<file path="config.mk">
export PLATFORM = sky130hd
export DESIGN_NAME = lbs_lane
export DESIGN_NICKNAME = d
export VERILOG_FILES = /design/src/sv/lbs_pkg.sv /design/src/sv/lbs_ram.sv /design/src/sv/lbs_lane.sv
export SDC_FILE = /design/constraint.sdc
export NUM_CORES = 2
export LEC_CHECK = 0
export BUFFER_PORTS_ARGS = -buffer_cell sky130_fd_sc_hd__clkbuf_2
export CAP_MARGIN = 15
export CORE_UTILIZATION = 64
export CTS_CLUSTER_DIAMETER = 40
export DETAILED_ROUTE_END_ITERATION = 10
export GPL_ROUTABILITY_DRIVEN = 0
export GPL_TIMING_DRIVEN = 0
export PLACE_DENSITY_LB_ADDON = 0.3
export SETUP_SLACK_MARGIN = 0.5
export SYNTH_ARGS = -nofsm -noshare
export SYNTH_HDL_FRONTEND = slang
export SYNTH_HIERARCHICAL = 1
export SYNTH_SLANG_ARGS = --single-unit
</file>
<file path="constraint.sdc">
create_clock -name clk -period 7 [get_ports clk]
set_input_delay 1.4 -clock clk [delete_from_list [all_inputs] [get_ports clk]]
set_output_delay 1.4 -clock clk [all_outputs]
set_load 0.01 [all_outputs]
</file>
<file path="src/sv/lbs_pkg.sv">
// ----------------------------------------------------------------------------
// lbs_pkg
// Types, constants and fixed-point helpers for the 2D skinning unit.
// ----------------------------------------------------------------------------
package lbs_pkg;

    typedef enum logic {
        OP_LOAD = 1'b0,
        OP_SKIN = 1'b1
    } op_t;

    // Configuration register indexes
    localparam logic [2:0] REG_WORLD_XX = 3'd0;
    localparam logic [2:0] REG_WORLD_YX = 3'd1;
    localparam logic [2:0] REG_WORLD_XY = 3'd2;
    localparam logic [2:0] REG_WORLD_YY = 3'd3;
    localparam logic [2:0] REG_WORLD_TX = 3'd4;
    localparam logic [2:0] REG_WORLD_TY = 3'd5;

    localparam int WORDS_PER_BONE = 6;
    localparam int INFLUENCES     = 4;
    localparam int FIFO_DEPTH     = 4;
    localparam logic signed [31:0] ONE_Q16 = 32'sd65536;

    // Per-cycle control sent with every table read to the lanes
    typedef struct packed {
        logic        act;     // issue slot carries an item
        logic        use_w;   // influence contributes
        logic        first;   // first influence of the item
        logic        last;    // last influence of the item
        logic [16:0] weight;
    } rd_ctl_t;

    typedef struct packed {
        logic signed [31:0] skinned_x;
        logic signed [31:0] skinned_y;
        logic signed [31:0] radius_out;
    } res_t;

    typedef struct packed {
        logic signed [31:0] px;
        logic signed [31:0] py;
        logic signed [31:0] radius;
    } pt_t;

    function automatic logic signed [31:0] sat32(input logic signed [63:0] v);
        logic signed [31:0] r;
        if (v > 64'sd2147483647)
            r = 32'sh7FFFFFFF;
        else if (v < -64'sd2147483648)
            r = 32'sh80000000;
        else
            r = v[31:0];
        return r;
    endfunction

    // floor((p + q) / 2^16) + t, saturated
    function automatic logic signed [31:0] affine_sum(input logic signed [63:0] p,
                                                      input logic signed [63:0] q,
                                                      input logic signed [31:0] t);
        logic signed [64:0] s;
        logic signed [64:0] sh;
        logic signed [63:0] r;
        s  = {p[63], p} + {q[63], q};
        sh = s >>> 16;
        r  = sh[63:0] + {{32{t[31]}}, t};
        return sat32(r);
    endfunction

endpackage

</file>
<file path="src/sv/lbs_ram.sv">
// ----------------------------------------------------------------------------
// lbs_ram
// Generic one-write, one-read RAM with registered read data.
// ----------------------------------------------------------------------------
module lbs_ram #(
    parameter int WIDTH = 32,
    parameter int DEPTH = 64
) (
    input  logic                                     clk,
    input  logic                                     we,
    input  logic [((DEPTH > 1) ? $clog2(DEPTH) : 1)-1:0] waddr,
    input  logic [WIDTH-1:0]                         wdata,
    input  logic [((DEPTH > 1) ? $clog2(DEPTH) : 1)-1:0] raddr,
    output logic [WIDTH-1:0]                         rdata
);

    logic [WIDTH-1:0] mem [DEPTH];

    // Read returns the old word on a same-address write
    always_ff @(posedge clk)
    begin
        if (we)
        begin
            mem[waddr] <= wdata;
        end
        rdata <= mem[raddr];
    end

endmodule

</file>
<file path="src/sv/lbs_lane.sv">
// ----------------------------------------------------------------------------
// lbs_lane
// One matrix-element lane: table slice, weight multiply, blend accumulate.
// ----------------------------------------------------------------------------
module lbs_lane #(
    parameter int BONE_COUNT = 64
) (
    input  logic                     clk,
    input  logic                     rst_n,
    input  logic                     we,
    input  logic [((BONE_COUNT > 1) ? $clog2(BONE_COUNT) : 1)-1:0] waddr,
    input  logic [31:0]              wdata,
    input  logic [((BONE_COUNT > 1) ? $clog2(BONE_COUNT) : 1)-1:0] raddr,
    input  lbs_pkg::rd_ctl_t         ctl,
    output logic signed [31:0]       m_out,
    output logic                     m_valid
);

    logic [31:0]              rdata;
    lbs_pkg::rd_ctl_t         ctl_d1_reg;
    lbs_pkg::rd_ctl_t         ctl_d2_reg;
    logic signed [49:0]       prod_reg;
    logic signed [49:0]       prod_next;
    logic signed [51:0]       acc_reg;
    logic signed [51:0]       acc_next;
    logic signed [51:0]       acc_sh;
    logic signed [31:0]       m_reg;
    logic                     m_valid_reg;

    lbs_ram #(.WIDTH(32), .DEPTH(BONE_COUNT)) u_ram (
        .clk   (clk),
        .we    (we),
        .waddr (waddr),
        .wdata (wdata),
        .raddr (raddr),
        .rdata (rdata)
    );

    // Weighted word, zero for a skipped influence
    always_comb
    begin
        if (ctl_d1_reg.use_w)
            prod_next = $signed(rdata) * $signed({1'b0, ctl_d1_reg.weight});
        else
            prod_next = '0;
    end

    // Running blend sum
    always_comb
    begin
        if (ctl_d2_reg.first)
            acc_next = {{2{prod_reg[49]}}, prod_reg};
        else
            acc_next = acc_reg + {{2{prod_reg[49]}}, prod_reg};
        acc_sh = acc_next >>> 16;
    end

    always_ff @(posedge clk or negedge rst_n)
    begin
        if (!rst_n)
        begin
            ctl_d1_reg  <= '0;
            ctl_d2_reg  <= '0;
            m_valid_reg <= 1'b0;
        end
        else
        begin
            ctl_d1_reg  <= ctl;
            ctl_d2_reg  <= ctl_d1_reg;
            m_valid_reg <= ctl_d2_reg.act && ctl_d2_reg.last;
        end
    end

    always_ff @(posedge clk)
    begin
        prod_reg <= prod_next;
        if (ctl_d2_reg.act)
        begin
            acc_reg <= acc_next;
        end
        if (ctl_d2_reg.act && ctl_d2_reg.last)
        begin
            m_reg <= lbs_pkg::sat32({{12{acc_sh[51]}}, acc_sh});
        end
    end

    assign m_out   = m_reg;
    assign m_valid = m_valid_reg;

endmodule

</file>
==> flow_summary.ini <==
[global_routing]
grt_pass1_vias = 69200
grt_pass1_wl_microns = 508000
grt-ovfl-total = 0
grt_start_max_net_pins = 65
antenna_found_initial = 33
grtUsageTotal = 0.441

[routing]
wirelength_microns = 373000
num_vias = 68700
first_iter_violations = 13400
dr.pass1.iters = 11
wl_per_cell_microns = 39.9
vias_per_cell = 7.36
postRouteAntennaNets = 0
drc_errors = 26

[cells_and_area]
area_delta_synth_final_pct = 16.6
largest_reg_flops = 2048
fillCellCount = 8700
regArea_sq_mm = 0.0664
final_util = 0.752
nets = 7686
multi_input_area_sq_mm = 0.0370
post_route_cells_drive_above_1_share = 0.246

[yosys]
synth.avg_cell_area_sq_um = 16.8
netlist_area_sq_mm = 0.106
yosys-top-cells-count = 2,132 x edfxtp_1, 665 x inv_1, 544 x mux4_2
synth_nets = 7097
ys_ff_latch = 2239
yosys-top-cells-area = edfxtp_1 60%, mux4_2 12%, fa_1 9.8%
synth_top_cell_by_area = edfxtp_1
async_flop_share = 0.0112
yosysUniqueCellTypes = 91
seq_area_frac_synth = 0.624
synth_edf_count = 2132
ys.flop_type = edfxtp_1
synthCells = 6338
synth.top_cell.area_share = 0.603
synth_most_common_cell = edfxtp_1
yosys_warnings = 6

[worst_setup_path]
cp.required_ps = 7670
crit_slowest_cell = fa_2
start_kind = flop
r2r_cells = 24
critical_path.max_stage_delay_ps = 600
crit_path_end_kind = flop
cp_data_arrival_time_ps = 7400
crit_top_cell = fa_1
rr_startpoint = ctl_d1_reg[7]
r2r_end = prod_reg[49]
worstSetupPathType = flop to flop
crit_path_cell_trace = buf_6 -> clkbuf_16 -> and2_1 -> fa_1 -> inv_1 -> fa_1 -> fa_1 -> inv_1 -> fa_1 -> fa_1 -> inv_1 -> fa_2 -> inv_1 -> ha_4 -> nand3_2 -> nor2_1 -> and2_1 -> a221o_1 -> a21oi_2 -> o31a_1 -> o2111ai_2 -> a311oi_2 -> xnor2_1 -> nor2_1
crit_fanout = 7
reg2reg_slack_ps = 270

[timing]
fmax_mhz = 149
period_needed_ps = 6730
drv_slew = 32
maxSlewHeadroom = -0.0552
rsz0062_at_grt = yes
fin_skew_ps = 103
tightest_slew_ps = 1580
setup_violations = 0
fin_crit_sh = 0.962
timing_hold_violations_final = 0

[floorplanning]
fp-row-count = 149
io_pins = 101
die-area_sq_mm = 0.168
die_w_microns = 409
initial_core_util = 0.645
fp.dieH_microns = 409
design.core.area_sq_mm = 0.165

[clock_tree]
cts_tree = done
h-tree-depth = 5
postCtsHoldBufs = 0
cts_root_buf = clkbuf_16
insertion_delay_ps = 910
cts_buffers = 288
cts.clk_slew.worst_paths_ps = 60
cts.sinks = 2239
clk_path_buf_depth = 4

[place]
dp_hpwl_microns = 219000
io_buffers = 92

[worst_hold_path]
min_path_type = flop to flop
whs_endpoint = ctl_d2_reg[18]
hp-start = ctl_d1_reg[18]
hold-path-cell-count = 0

[flow_run]
max-cap-violations = 3

[outcome]
violations = design-rule violations, max-capacitance violations, max-slew violations
outcome = complete, but fails checks
-- stage by stage --
stage	TNS, ps	setup WS, ps	instance area, sq um	instances	hold slack [ps]
after global placement	-85880	-1200	109000	8619	333
final	0	266	124000	9337	355
after floorplan	0	722	106000	6338	331
after global routing	0	138	124000	9325	362
after CTS	0	347	123000	9280	361
after detailed placement	-11430	-827	112000	8725	341
-- cells by family after synthesis --
group	after synthesis	synth area share
flip-flops	2239	0.624
AO/OA/AOI/OAI	580	0.0360
multiplexers	652	0.126
XOR/XNOR	80	0.00660
adder cells (fa/ha/maj)	691	0.118
AND/OR/NAND/NOR	1116	0.0522
buffers and inverters	980	0.0373
-- critical path, delay by kind of cell, from the launching register on --
kind | cells | cell delay (ps)
fa+ha+maj | 7 | 3400
compound gates | 5 | 1250
buf+inv | 6 | 590
simple gates | 5 | 560
flops | 1 | 520
xor+xnor | 1 | 150
-- placed cells by master (no fill, tap or decap), drive strengths merged, types with 25 or more instances in the layout --
master and count:
a21o 74, a21oi 166, and2 344, buf 361, bufinv 28, clkbuf 585
clkinv 76, dfrtp 25, dfxtp 82, edfxtp 2132, fa 522, ha 169
inv 710, mux2i 105, mux4 544, nand2 361, nand2b 25, nand4 25
nor2 222, nor2b 30, nor3 25, o21ai 92, o221ai 28, o22ai 87
xnor2 45, xor2 35
-- metal layers --
metal | vias to the layer above | global-route usage | share of wire
li1 | 24700 | - | -
met1 | 33700 | 0.522 | 0.29
met2 | 7810 | 0.651 | 0.44
met3 | 2409 | 0.172 | 0.17
met4 | 20 | 0.343 | 0.10
met5 | - | 0.00172 | 0.00076
-- how the worst max path moves through the flow --
stage	end	depth (start not counted)	slack (ps)	startpoint
6_report	prod_reg[49]	24	270	ctl_d1_reg[7]
2_1_floorplan	prod_reg[44]	22	720	ctl_d1_reg[3]
3_3_place_gp	u_ram/mem[48][15]	4	-1200	waddr[3]
5_1_grt	prod_reg[47]	23	140	ctl_d1_reg[3]
3_5_place_dp	prod_reg[44]	22	-830	ctl_d1_reg[4]
4_1_cts	prod_reg[49]	23	350	ctl_d1_reg[3]
-- cell type report --
class                           instances  area share
Buffer                                314      0.0162
Inverter                              666      0.0202
Timing Repair Buffer                  299      0.0311
Sequential cell                      2239       0.536
Antenna cell                           19    0.000384
Clock inverter                        159      0.0145
Clock buffer                          333      0.0609
Multi-Input combinational cell       3119       0.299
Tap cell                             2189      0.0221
-- what timing repair did --
action	CTS	global route
pin swaps	83	64
gates resized for setup	321	114
cloned	5	0
setup buffers	58	14
setup endpoints to repair	33	22
Power is left out: the tool's default activity adds up to more than one toggle a clock period on the data nets, which glitch-free logic cannot reach.
